--- config.mk ---
export PLATFORM = sky130hd
export DESIGN_NAME = config_text_key_value_scanner_unit
export DESIGN_NICKNAME = d
export VERILOG_FILES = /design/src/rtl/core/ckvs_pkg.sv /design/src/rtl/core/ckvs_scan.sv /design/src/rtl/core/ckvs_out.sv /design/src/rtl/core/config_text_key_value_scanner_unit.sv
export SDC_FILE = /design/constraint.sdc
export NUM_CORES = 1
export LEC_CHECK = 0
export BUFFER_PORTS_ARGS = -buffer_cell sky130_fd_sc_hd__buf_2
export CAP_MARGIN = 10
export CORE_MARGIN = 5
export CORE_UTILIZATION = 25
export DETAILED_ROUTE_END_ITERATION = 8
export PLACE_DENSITY = 0.4
export SETUP_SLACK_MARGIN = 0.4
export SKIP_CTS_REPAIR_TIMING = 1
export SYNTH_ARGS = -nofsm -noshare
export SYNTH_HDL_FRONTEND = slang
export SYNTH_SLANG_ARGS = --single-unit
--- constraint.sdc ---
create_clock -name clk_i -period 11.7 [get_ports clk_i]
set_clock_uncertainty 0.05 [all_clocks]
set_input_delay 0.585 -clock clk_i [delete_from_list [all_inputs] [get_ports clk_i]]
set_output_delay 0.585 -clock clk_i [all_outputs]
set_load 0.01 [all_outputs]
--- src/rtl/core/ckvs_pkg.sv ---
// Shared types, character codes and helper functions of the key/value scanner.
package ckvs_pkg;

  // Sizes of the key and the collected value.
  localparam int KeyMax   = 8;
  localparam int ValueMax = 64;

  // Character codes that the scanner reacts to.
  localparam logic [7:0] ChHash  = 8'h23;
  localparam logic [7:0] ChAt    = 8'h40;
  localparam logic [7:0] ChEq    = 8'h3D;
  localparam logic [7:0] ChNl    = 8'h0A;
  localparam logic [7:0] ChSp    = 8'h20;
  localparam logic [7:0] ChTab   = 8'h09;
  localparam logic [7:0] ChLowX  = 8'h78;
  localparam logic [7:0] ChUpX   = 8'h58;
  localparam logic [7:0] ChZero  = 8'h30;
  localparam logic [7:0] ChNine  = 8'h39;
  localparam logic [7:0] ChLowA  = 8'h61;
  localparam logic [7:0] ChLowF  = 8'h66;
  localparam logic [7:0] ChUpA   = 8'h41;
  localparam logic [7:0] ChUpF   = 8'h46;
  localparam logic [7:0] ChCr    = 8'h0D;

  // Configuration register indexes.
  typedef enum logic [1:0] {
    CfgKeyText    = 2'd0,
    CfgKeyLength  = 2'd1,
    CfgValueLimit = 2'd2
  } cfg_idx_e;

  // Result kinds.
  localparam logic KindValue   = 1'b0;
  localparam logic KindSummary = 1'b1;

  // Scan phases.
  typedef enum logic [2:0] {
    PhLine  = 3'd0,
    PhSkip  = 3'd1,
    PhKey   = 3'd2,
    PhTail  = 3'd3,
    PhGap   = 3'd4,
    PhValue = 3'd5,
    PhDone  = 3'd6
  } scan_phase_e;

  // Hex number parse phases.
  typedef enum logic [1:0] {
    NpStart  = 2'd0,
    NpZero   = 2'd1,
    NpDigits = 2'd2,
    NpStop   = 2'd3
  } parse_phase_e;

  // Results caused by one input beat, handed from the scanner to the output buffer.
  typedef struct packed {
    logic        has_val;
    logic [7:0]  val_byte;
    logic        has_sum;
    logic        found;
    logic [6:0]  length;
    logic        form;
    logic [63:0] size;
    logic [63:0] offset;
  } ckvs_res_t;

  // Parse step result.
  typedef struct packed {
    parse_phase_e ph;
    logic [63:0]  acc;
  } parse_t;

  function automatic logic is_space(input logic [7:0] b);
    return (b == ChSp) || ((b >= ChTab) && (b <= ChCr));
  endfunction

  // Returns {digit valid, digit value}.
  function automatic logic [4:0] hex_digit(input logic [7:0] b);
    logic [7:0] t;
    t = 8'h00;
    if ((b >= ChZero) && (b <= ChNine)) begin
      t = b - ChZero;
      return {1'b1, t[3:0]};
    end
    if ((b >= ChLowA) && (b <= ChLowF)) begin
      t = b - ChLowA + 8'd10;
      return {1'b1, t[3:0]};
    end
    if ((b >= ChUpA) && (b <= ChUpF)) begin
      t = b - ChUpA + 8'd10;
      return {1'b1, t[3:0]};
    end
    return 5'b0_0000;
  endfunction

  // One byte of hex number parsing with an optional 0x prefix.
  function automatic parse_t parse_step(input parse_phase_e ph, input logic [63:0] acc,
                                        input logic [7:0] b);
    parse_t     r;
    logic [4:0] d;
    d     = hex_digit(b);
    r.ph  = ph;
    r.acc = acc;
    if (ph == NpStop) begin
      r.ph = NpStop;
    end else if ((ph == NpZero) && ((b == ChLowX) || (b == ChUpX))) begin
      r.ph = NpDigits;
    end else if (!d[4]) begin
      r.ph = NpStop;
    end else begin
      r.acc = {acc[59:0], 4'h0} + {60'd0, d[3:0]};
      r.ph  = ((ph == NpStart) && (b == ChZero)) ? NpZero : NpDigits;
    end
    return r;
  endfunction

endpackage

--- src/rtl/core/ckvs_scan.sv ---
// Scan state, configuration registers and per-byte next-state logic.
module ckvs_scan import ckvs_pkg::*; (
  input  logic        clk_i,
  input  logic        rst_ni,
  input  logic        cfg_we_i,
  input  logic [1:0]  cfg_index_i,
  input  logic [63:0] cfg_data_i,
  input  logic        fire_i,
  input  logic [7:0]  text_byte_i,
  input  logic        last_byte_i,
  output ckvs_res_t   res_o
);

  // Configuration registers.
  logic [63:0] key_text_q;
  logic [3:0]  key_length_q;
  logic [6:0]  value_limit_q;

  always_ff @(posedge clk_i or negedge rst_ni) begin
    if (!rst_ni) begin
      key_text_q    <= 64'd0;
      key_length_q  <= 4'd1;
      value_limit_q <= 7'd64;
    end else if (cfg_we_i) begin
      case (cfg_idx_e'(cfg_index_i))
        CfgKeyText:    key_text_q    <= cfg_data_i;
        CfgKeyLength:  key_length_q  <= cfg_data_i[3:0];
        CfgValueLimit: value_limit_q <= cfg_data_i[6:0];
        default: ;
      endcase
    end
  end

  // Scan state.
  scan_phase_e  phase_q, phase_d;
  logic [3:0]   key_pos_q, key_pos_d;
  logic [6:0]   count_q, count_d;
  logic [6:0]   at_pos_q, at_pos_d;
  logic         form_ok_q, form_ok_d;
  logic [63:0]  size_q, size_d;
  parse_phase_e size_ph_q, size_ph_d;
  logic [63:0]  offs_q, offs_d;
  parse_phase_e offs_ph_q, offs_ph_d;

  always_ff @(posedge clk_i or negedge rst_ni) begin
    if (!rst_ni) begin
      phase_q   <= PhLine;
      key_pos_q <= 4'd0;
      count_q   <= 7'd0;
      at_pos_q  <= 7'd0;
      form_ok_q <= 1'b1;
      size_q    <= 64'd0;
      size_ph_q <= NpStart;
      offs_q    <= 64'd0;
      offs_ph_q <= NpStart;
    end else if (fire_i) begin
      phase_q   <= phase_d;
      key_pos_q <= key_pos_d;
      count_q   <= count_d;
      at_pos_q  <= at_pos_d;
      form_ok_q <= form_ok_d;
      size_q    <= size_d;
      size_ph_q <= size_ph_d;
      offs_q    <= offs_d;
      offs_ph_q <= offs_ph_d;
    end
  end

  // Effective key length and value limit after clamping.
  logic [3:0] klen;
  logic [6:0] vlim;
  assign klen = (key_length_q > 4'(KeyMax)) ? 4'(KeyMax) : key_length_q;
  assign vlim = (value_limit_q == 7'd0) ? 7'd1 :
                (value_limit_q > 7'(ValueMax)) ? 7'(ValueMax) : value_limit_q;

  // Next state and results for the byte in the input register.
  always_comb begin
    logic [7:0]  b;
    logic        do_key, do_adv, do_gap, do_val, key_hit;
    logic [3:0]  pos, pos_inc;
    logic [7:0]  kc;
    logic [4:0]  hd;
    logic [6:0]  cnt_inc;
    parse_t      ps_size, ps_offs;
    scan_phase_e adv_next;

    b        = text_byte_i;
    do_key   = 1'b0;
    do_adv   = 1'b0;
    do_gap   = 1'b0;
    do_val   = 1'b0;
    pos      = key_pos_q;
    adv_next = PhTail;
    kc       = key_text_q[{pos[2:0], 3'b000} +: 8];
    key_hit  = 1'b0;
    hd       = hex_digit(b);
    cnt_inc  = count_q + 7'd1;
    pos_inc  = 4'd0;
    ps_size  = parse_step(size_ph_q, size_q, b);
    ps_offs  = parse_step(offs_ph_q, offs_q, b);

    phase_d   = phase_q;
    key_pos_d = key_pos_q;
    count_d   = count_q;
    at_pos_d  = at_pos_q;
    form_ok_d = form_ok_q;
    size_d    = size_q;
    size_ph_d = size_ph_q;
    offs_d    = offs_q;
    offs_ph_d = offs_ph_q;
    res_o     = '0;

    case (phase_q)
      PhLine: begin
        if (is_space(b)) begin
          phase_d = PhLine;
        end else if (b == ChHash) begin
          phase_d = PhSkip;
        end else begin
          key_pos_d = 4'd0;
          pos       = 4'd0;
          if (klen == 4'd0) do_gap = 1'b1;
          else              do_key = 1'b1;
        end
      end
      PhSkip: begin
        if (b == ChNl) phase_d = PhLine;
      end
      PhKey:   do_key = 1'b1;
      PhTail:  do_adv = 1'b1;
      PhGap:   do_gap = 1'b1;
      PhValue: do_val = 1'b1;
      default: ;
    endcase

    // Key compare against the selected key character.
    kc = key_text_q[{pos[2:0], 3'b000} +: 8];
    if (do_key) begin
      key_hit = (b == kc);
      if (!key_hit) begin
        phase_d   = (b == ChNl) ? PhLine : PhSkip;
        key_pos_d = 4'd0;
      end else begin
        do_adv   = 1'b1;
        adv_next = (kc == 8'd0) ? PhTail : PhKey;
      end
    end

    // Step to the next key position.
    pos_inc = pos + 4'd1;
    if (do_adv) begin
      key_pos_d = pos_inc;
      phase_d   = (pos_inc >= klen) ? PhGap : adv_next;
    end

    // Gap between key and value.
    if (do_gap) begin
      if ((b == ChSp) || (b == ChTab) || (b == ChEq)) phase_d = PhGap;
      else do_val = 1'b1;
    end

    // Value byte collection, form check and both hex parsers.
    if (do_val) begin
      if (b == ChNl) begin
        phase_d = PhDone;
      end else begin
        res_o.has_val  = 1'b1;
        res_o.val_byte = b;
        if (form_ok_q) begin
          if (b == ChAt) begin
            at_pos_d = count_q;
          end else if (!is_space(b) && (b != ChLowX) && (b != ChUpX) && !hd[4]) begin
            form_ok_d = 1'b0;
            at_pos_d  = 7'd0;
          end
        end
        size_d    = ps_size.acc;
        size_ph_d = ps_size.ph;
        if (b == ChAt) begin
          offs_d    = 64'd0;
          offs_ph_d = NpStart;
        end else begin
          offs_d    = ps_offs.acc;
          offs_ph_d = ps_offs.ph;
        end
        count_d = cnt_inc;
        phase_d = (cnt_inc >= vlim) ? PhDone : PhValue;
      end
    end

    // End of text: summary, then back to the reset state.
    if (last_byte_i) begin
      res_o.has_sum = 1'b1;
      res_o.found   = (count_d != 7'd0);
      res_o.length  = count_d;
      res_o.form    = form_ok_d && (at_pos_d != 7'd0) && (count_d != 7'd0);
      res_o.size    = res_o.form ? size_d : 64'd0;
      res_o.offset  = res_o.form ? offs_d : 64'd0;
      phase_d   = PhLine;
      key_pos_d = 4'd0;
      count_d   = 7'd0;
      at_pos_d  = 7'd0;
      form_ok_d = 1'b1;
      size_d    = 64'd0;
      size_ph_d = NpStart;
      offs_d    = 64'd0;
      offs_ph_d = NpStart;
    end
  end

  // Counters stay within their ranges.
  a_count_range: assert property (@(posedge clk_i) disable iff (!rst_ni)
    count_q <= 7'(ValueMax))
    else $error("value count beyond maximum");
  a_key_range: assert property (@(posedge clk_i) disable iff (!rst_ni)
    key_pos_q <= 4'(KeyMax))
    else $error("key position beyond maximum");
  a_at_range: assert property (@(posedge clk_i) disable iff (!rst_ni)
    (at_pos_q <= count_q) && (form_ok_q || (at_pos_q == 7'd0)))
    else $error("at position inconsistent with count");

endmodule

--- src/rtl/core/ckvs_out.sv ---
// Output buffer holding the value beat and the summary beat of one input beat.
module ckvs_out import ckvs_pkg::*; (
  input  logic        clk_i,
  input  logic        rst_ni,
  input  logic        load_i,
  input  ckvs_res_t   res_i,
  output logic        free_o,
  output logic        out_valid_o,
  input  logic        out_stall_i,
  output logic        item_kind_o,
  output logic [7:0]  value_byte_o,
  output logic        found_o,
  output logic [6:0]  value_length_o,
  output logic        offset_form_o,
  output logic [63:0] image_size_o,
  output logic [63:0] image_offset_o,
  output logic        run_end_o
);

  logic      val_pend_q, val_pend_d;
  logic      sum_pend_q, sum_pend_d;
  ckvs_res_t res_q;
  logic      accept;

  assign accept      = out_valid_o && !out_stall_i;
  assign out_valid_o = val_pend_q || sum_pend_q;
  assign free_o      = !out_valid_o || (accept && !(val_pend_q && sum_pend_q));

  // Pending flags: a load refills, an accepted beat drops the front entry.
  always_comb begin
    val_pend_d = val_pend_q;
    sum_pend_d = sum_pend_q;
    if (load_i) begin
      val_pend_d = res_i.has_val;
      sum_pend_d = res_i.has_sum;
    end else if (accept) begin
      if (val_pend_q) val_pend_d = 1'b0;
      else            sum_pend_d = 1'b0;
    end
  end

  always_ff @(posedge clk_i or negedge rst_ni) begin
    if (!rst_ni) begin
      val_pend_q <= 1'b0;
      sum_pend_q <= 1'b0;
    end else begin
      val_pend_q <= val_pend_d;
      sum_pend_q <= sum_pend_d;
    end
  end

  always_ff @(posedge clk_i) begin
    if (load_i) res_q <= res_i;
  end

  // The value beat goes first, the summary after it.
  assign item_kind_o    = val_pend_q ? KindValue : KindSummary;
  assign value_byte_o   = val_pend_q ? res_q.val_byte : 8'd0;
  assign found_o        = val_pend_q ? 1'b0 : res_q.found;
  assign value_length_o = val_pend_q ? 7'd0 : res_q.length;
  assign offset_form_o  = val_pend_q ? 1'b0 : res_q.form;
  assign image_size_o   = val_pend_q ? 64'd0 : res_q.size;
  assign image_offset_o = val_pend_q ? 64'd0 : res_q.offset;
  assign run_end_o      = val_pend_q ? !sum_pend_q : 1'b1;

  a_load_free: assert property (@(posedge clk_i) disable iff (!rst_ni)
    load_i |-> free_o)
    else $error("output buffer overwritten");
  a_sum_follows: assert property (@(posedge clk_i) disable iff (!rst_ni)
    (accept && (item_kind_o == KindValue) && !run_end_o)
      |=> (out_valid_o && (item_kind_o == KindSummary)))
    else $error("summary beat did not follow its value beat");
  a_not_found: assert property (@(posedge clk_i) disable iff (!rst_ni)
    (out_valid_o && (item_kind_o == KindSummary) && !found_o)
      |-> ((value_length_o == 7'd0) && !offset_form_o))
    else $error("summary without value reports a length or form");

endmodule

--- src/rtl/core/config_text_key_value_scanner_unit.sv ---
// Top level of the config text key/value scanner.
// Path: a text beat is registered in the input register, then scanned; its value
// beat is offered from the output buffer once its scan results are loaded there.
// Throughput: one text beat per cycle while the output buffer has room; a final beat
// with a value byte fills the output buffer with both a value beat and a summary beat.
// Reset: asynchronous, active low; clears the scan state and sets key_text 0,
// key_length 1, value_limit 64. A summary beat also returns the scan to reset.
module config_text_key_value_scanner_unit import ckvs_pkg::*; (
  input  logic        clk_i,
  input  logic        rst_ni,
  input  logic        cfg_we_i,
  input  logic [1:0]  cfg_index_i,
  input  logic [63:0] cfg_data_i,
  input  logic        in_valid_i,
  output logic        in_stall_o,
  input  logic [7:0]  text_byte_i,
  input  logic        last_byte_i,
  output logic        out_valid_o,
  input  logic        out_stall_i,
  output logic        item_kind_o,
  output logic [7:0]  value_byte_o,
  output logic        found_o,
  output logic [6:0]  value_length_o,
  output logic        offset_form_o,
  output logic [63:0] image_size_o,
  output logic [63:0] image_offset_o,
  output logic        run_end_o
);

  logic       s1_valid_q, s1_valid_d;
  logic [7:0] s1_byte_q;
  logic       s1_last_q;
  logic       in_accept, s1_adv, out_free;
  ckvs_res_t  res;

  // Input register: it moves on once its results fit the output buffer.
  assign s1_adv     = s1_valid_q && (!(res.has_val || res.has_sum) || out_free);
  assign in_stall_o = s1_valid_q && !s1_adv;
  assign in_accept  = in_valid_i && !in_stall_o;
  assign s1_valid_d = in_accept || (s1_valid_q && !s1_adv);

  always_ff @(posedge clk_i or negedge rst_ni) begin
    if (!rst_ni) begin
      s1_valid_q <= 1'b0;
    end else begin
      s1_valid_q <= s1_valid_d;
    end
  end

  always_ff @(posedge clk_i) begin
    if (in_accept) begin
      s1_byte_q <= text_byte_i;
      s1_last_q <= last_byte_i;
    end
  end

  ckvs_scan u_scan (
    .clk_i       (clk_i),
    .rst_ni      (rst_ni),
    .cfg_we_i    (cfg_we_i),
    .cfg_index_i (cfg_index_i),
    .cfg_data_i  (cfg_data_i),
    .fire_i      (s1_adv),
    .text_byte_i (s1_byte_q),
    .last_byte_i (s1_last_q),
    .res_o       (res)
  );

  ckvs_out u_out (
    .clk_i          (clk_i),
    .rst_ni         (rst_ni),
    .load_i         (s1_adv && (res.has_val || res.has_sum)),
    .res_i          (res),
    .free_o         (out_free),
    .out_valid_o    (out_valid_o),
    .out_stall_i    (out_stall_i),
    .item_kind_o    (item_kind_o),
    .value_byte_o   (value_byte_o),
    .found_o        (found_o),
    .value_length_o (value_length_o),
    .offset_form_o  (offset_form_o),
    .image_size_o   (image_size_o),
    .image_offset_o (image_offset_o),
    .run_end_o      (run_end_o)
  );

endmodule

Word-level counts from Yosys, hierarchy flattened. Cells that the tools add are included.

Word-level logic and storage cells: 242. Register bits after elaboration: 386.

Reduce and logical (&&, ||, !) cells: 56. Order comparisons: 12. Bitwise gates (word level): 1. $add $sub $neg: 9. Equal/unequal tests: 25. Shifts and indexed selects: 1. Multiplexer cells: 115.

Operators by type and width (number): $mux 64 (17); $mux 138 (1); $add 64x4->64 (2); $mux 7 (12); $shiftx 64x7->8 (1); $mux 3 (14); $mux 1 (35); $eq 8x6->1 const B (4); $mux 2 (16); $mux 4 (8); $mux 5 (6); $eq 8x7->1 const B (3); $logic_and 1x1->1 (20); $mux 9 (2); $eq 8x4->1 const B (2); $ge 8x7->1 const B (2); $le 8x7->1 const B (2); $ne 8x7->1 const B (2); $reduce_bool 7->1 (2); $sub 4x1->4 const B (3); $reduce_and 2->1 (5); $logic_not 1->1 (9); $logic_or 1x1->1 (9); $add 4x4->4 const B (2); 30 further kinds (40).

Depth between registers and ports, before layout.
Depth in word-level cells: 30. Depth in mapped cells: 19. Depth with buffers taken out: 16.

Modules after synthesis. From an unflattened synthesis, not the netlist that was laid out.

Cell total of the unflattened synthesis: 1682. Area total of the unflattened synthesis: 18849.3 µm².

By module, submodules not included: ckvs_scan (seq. area each 5734.2 µm², cells an instance 1345, times used 1, area an instance 13066.3 µm²); ckvs_out (seq. area each 4404.2 µm², cells an instance 319, times used 1, area an instance 5441.5 µm²); config_text_key_value_scanner_unit (seq. area each 295.3 µm², cells an instance 18, times used 1, area an instance 341.6 µm²).

Worst setup path before layout. Ideal clock, no wire load.

Path type: reg2reg. From: reg s1_byte_q[0]. To: reg u_scan.offs_ph_q[1]. Stages on the path, launching flop included: 13. Clock period less this slack: 9.323 ns. Data arrival time: 9.146 ns. Path slack: 2.377 ns. Path buffers: 2. Cells stage by stage: edfxtp_1 inv_1 ha_1 clkbuf_1 a21o_1 a31oi_4 o211ai_1 a221oi_2 buf_4 a21oi_2 nor2_1 o21ai_0 o21a_1.

Cells in the longest elaborated chain, start to end: 15. Elaborated cells between the ends (all ways): 60. Classes of those cells: order compare (8); eq/ne (10); mux (26); reduce/logical (16).

Ends and longest elaborated chain: start: declaration (line config_text_key_value_scanner_unit.sv:31) `logic [7:0] s1_byte_q;`; start signal: assignment (line config_text_key_value_scanner_unit.sv:52) `s1_byte_q <= text_byte_i;`; $ge 8x7->1 / $le 8x7->1 (equally long branches) (line ckvs_pkg.sv:89) `if ((b >= ChUpA) && (b <= ChUpF)) begin`; $logic_and 1x1->1 (line ckvs_pkg.sv:89); $mux 1 (2 in a row) (line ckvs_pkg.sv:89); $mux 1 (line ckvs_pkg.sv:85) `if ((b >= ChLowA) && (b <= ChLowF)) begin`; $mux 5 (line ckvs_pkg.sv:93) `return 5'b0_0000;`; $mux 5 (line ckvs_pkg.sv:89); $mux 5 (line ckvs_pkg.sv:85); $mux 2 (line ckvs_pkg.sv:108) `end else if (!d[4]) begin`; $mux 2 (line ckvs_pkg.sv:106) `end else if ((ph == NpZero) && ((b == ChLowX) || (b == ChUpX))) begin`; $mux 2 (line ckvs_pkg.sv:104) `if (ph == NpStop) begin`; $mux 2 (line ckvs_scan.sv:179) `if (b == ChAt) begin`; $mux 2 (line ckvs_scan.sv:164) `if (b == ChNl) begin`; $mux 2 (line ckvs_scan.sv:163) `if (do_val) begin`; $mux 2 (line ckvs_scan.sv:192) `if (last_byte_i) begin`; end signal: assignment (line ckvs_scan.sv:55) `offs_ph_q <= NpStart;`; end signal: assignment (line ckvs_scan.sv:65) `offs_ph_q <= offs_ph_d;`; end: declaration (line ckvs_scan.sv:43) `parse_phase_e offs_ph_q, offs_ph_d;`.

Several ways; a longest one is shown, not always the timed one. The select of a mux whose other input is x is not followed. A chain may end at the register's enable or synchronous reset.

Worst setup path in the final report.
From: reg s1_byte_q[0]. To: reg u_out.res_q[126] (netlist name), data pin.

Cells in the longest elaborated chain, start to end: 19. Elaborated cells between the ends (all ways): 77. Classes of those cells: add/sub (6); order compare (8); eq/ne (10); mux (34); reduce/logical (19).

Ends and longest elaborated chain: parallel branches: the longest is 19 deep, another holds $add 64x4->64; end signal: assignment (line ckvs_out.sv:53) `if (load_i) res_q <= res_i;`; end: declaration (line ckvs_out.sv:22) `ckvs_res_t res_q;`.

Several ways; the timed one is not identified. The select of a mux whose other input is x is not followed.

==> metrics <==
reg2reg start=s1_byte_q[0]; 1st-pass router iterations=5; # IOs=roughly 230; Hold Slack=-0.0494 ns; routed vias/inst=between 4 and 5; GR Overflow Total=0; Core Rows=slightly above 100; via count=14402; prevailing post-synth register cell=dfrtp_1; status=finished with violations; largest net degree at the start of global routing=149; DIE AREA=85000 µm²; PortBufs=approximately 230; Fillers=around 8000; YS warnings=0; terminus of the critical flop-to-flop path=u_out.res_q[126]; data required time of the worst path=11.93 ns; CP Launch Point=s1_byte_q[0]; asr flop ratio synth=roughly three fifths; Clock Pin Slew Worst Setup and Hold Paths=approximately 0.06 ns; area occupied by multi-input gates=8550 µm²; area added between synthesis and finish=17.3%; sequential share of the synthesized area=a little over half; cell taking the most area after synthesis=dfrtp_1; Tot GR Track Use=about an eighth; Routed Antenna Nets=0; Clock Root Buffer=clkbuf_16; Mean Syn Cell Area=11.0 µm²; f_max=between 150 and 200 MHz; WL/cell=19.0 µm; residual DRC count=0; Die Y=a little under 300 µm; Max-Cap Viols=0; flop and latch count out of synthesis=386; clock tree buffer depth=3; # setup viols final=0; Core Region=a little under 80000 µm²; top cell type's share of synthesized area=between 20% and 30%; critical path launch point type=register; Max-slew headroom=~25%; worst slack, placed=~6 ns; register area=roughly 10000 µm²; RSZ-0062 raised after global routing=no; mapped cell area=just under 20000 µm²; RePlAce Congestion=approximately 0.86; largest fanout on the critical path=between 50 and 60; placed wire-length estimate=about 38 mm; H-tree levels=2; vias in the first global route=about 14000; global-route wire length before repair=about 90 mm; pwr/cell area=~200 nW/µm²; min Tclk post-route=between 5 and 6 ns; maximum vdd drop=a little over 0.09 mV; top cells by count, synth=238 x nand2_1, 229 x dfrtp_1, 154 x edfxtp_1, 148 x nor2b_1, 130 x a22oi_1; Tightest Pin Transition=about 1.1 ns; failing checks=hold timing; LEAKAGE=between 8 and 9 nW; syn_nets=~1900; Final Max Slew Viols=0; Post-synth EDFFs=approximately 150; Unique masters post-synth=82; clock sinks=386; Total Wirelength=slightly below 60 mm; CTS tree=built; Crit Path Class=register to register; ranking of synthesized cells by area=dfrtp_1 29%, edfxtp_1 23%, a22oi_1 4.9%; count leader, synth=nand2_1; TritonCTS Buffers=46; setup TNS=0 ns; Tcrit/Tclk final=about half; WP data arrival=about 6 ns; NumNets Final=a little over 2000; hold crit path type=input pin to async pin; layout cells sized above 1=27.3%; r2r worst-path depth=14; clock latency at the later pin of the worst-skew pair=~0.58 ns; Fin. Hold Viols=21; Worst R2R Setup Slack=around 6.0 ns; Initial Utilization=between 20% and 30%; setup slack after layout=5.95 ns; die width=292 µm; initial antenna violation count=8; DR iter-0 viols=841; post-synthesis cell count=~1800; endpoint class of the critical path=register
-- flip-flops by register name, summed over array words and instances (netlist names), 3 cells and up --
register / flops
u_scan.phase_q: 3
s1_byte_q: 8
u_scan.value_limit_q: 7
u_scan.key_length_q: 4
u_scan.key_text_q: 64
u_out.res_q: 145
u_scan.key_pos_q: 4
u_scan.offs_q: 64
u_scan.size_q: 64
u_scan.count_q: 7
u_scan.at_pos_q: 7
-- layout make-up --
cell class                 instances  area share, %
clock buffer                      60           5.22
inverter                          22          0.355
clock inverter                    23           1.35
multi-input combinational       1250           36.8
sequential                       386           44.9
timing repair buffer             251           5.75
tap                             1050           5.65
antenna                            2         0.0215
-- worst max-delay path: stages (launching register included) --
cell and delay, ns:
edfxtp_1 0.57, inv_1 0.23, ha_1 0.35, a21o_1 0.25, a31oi_4 0.24, o211ai_1 0.15
a221oi_2 0.86, and2_1 0.51, o2111ai_1 0.19, nand2_1 0.15, a21oi_4 0.08, o211ai_4 0.10
buf_4 0.74, buf_4 0.84, a21oi_1 0.09
-- through the flow --
| stage | cell area (µm²) | power, mW | hold slack (ns) | instances | util (%) |
|---|---|---|---|---|---|
| 3_3_place_gp | 21700 | 3.32 | 0.435 | 2959 | 27.6 |
| 6_report | 23300 | 4.74 | -0.0494 | 3044 | 29.5 |
| 2_1_floorplan | 19800 | 2.80 | 0.239 | 1802 | - |
| 3_5_place_dp | 21700 | 3.33 | 0.438 | 2959 | 27.6 |
| 4_1_cts | 23300 | 4.85 | -0.0279 | 3042 | 29.5 |
| 5_1_grt | 23300 | 5.04 | 0.0000621 | 3042 | 29.5 |
-- layer usage --
metal | track usage [%] | vias up | share of wire, %
li1 | - | 6828 | -
met1 | 18.8 | 7124 | 47
met2 | 20.4 | 357 | 46
met3 | 2.64 | 83 | 5.3
met4 | 3.68 | 10 | 2.5
met5 | 0 | - | 0.12
-- logic make-up (layout without fill, tap and decap cells) --
logic type,Yosys count,count (layout),synth area share [%]
other cells,0,2,0
xor+xnor,14,14,0.619
simple gates,630,630,17.3
buf+inv,166,356,4.48
mux,98,98,5.83
compound gates,490,490,18.0
fa+ha+maj,18,18,1.12
flops,386,386,52.6
-- where the power goes --
| part | total, mW | internal, mW | switching, mW | leakage, nW |
|---|---|---|---|---|
| Sequential | 1.89 | 1.71 | 0.184 | 4.57 |
| Combinational | 1.38 | 0.497 | 0.881 | 3.40 |
| Clock | 1.48 | 0.887 | 0.590 | 0.744 |
-- cell usage in the layout, fill, tap and decap left out, types with 12 or more instances in the layout --
cell type / n
o21ai_0: 22
mux2_2: 80
a21oi_2: 51
buf_4: 22
o21ai_1: 74
nand2b_1: 17
a22o_1: 71
mux2i_1: 12
clkbuf_16: 46
inv_1: 20
a21oi_1: 49
buf_2: 227
nor2_4: 52
and2_1: 18
nor3_1: 22
ha_1: 17
nor2_1: 59
nand3_1: 14
nand2_1: 238
nor2b_1: 148
clkbuf_1: 13
edfxtp_1: 154
dfrtp_1: 228
a22oi_1: 130
-- how the worst max path moves through the flow --
stage	end	cells after the start
detailed placement	u_out.res_q[126]	14
global placement	u_out.res_q[127]	14
global route	u_out.res_q[126]	14
floorplan	u_scan.offs_ph_q[1]	12
CTS	u_out.res_q[126]	14
finish	u_out.res_q[126]	14
No activity file was read; power rests on OpenSTA's default activity.
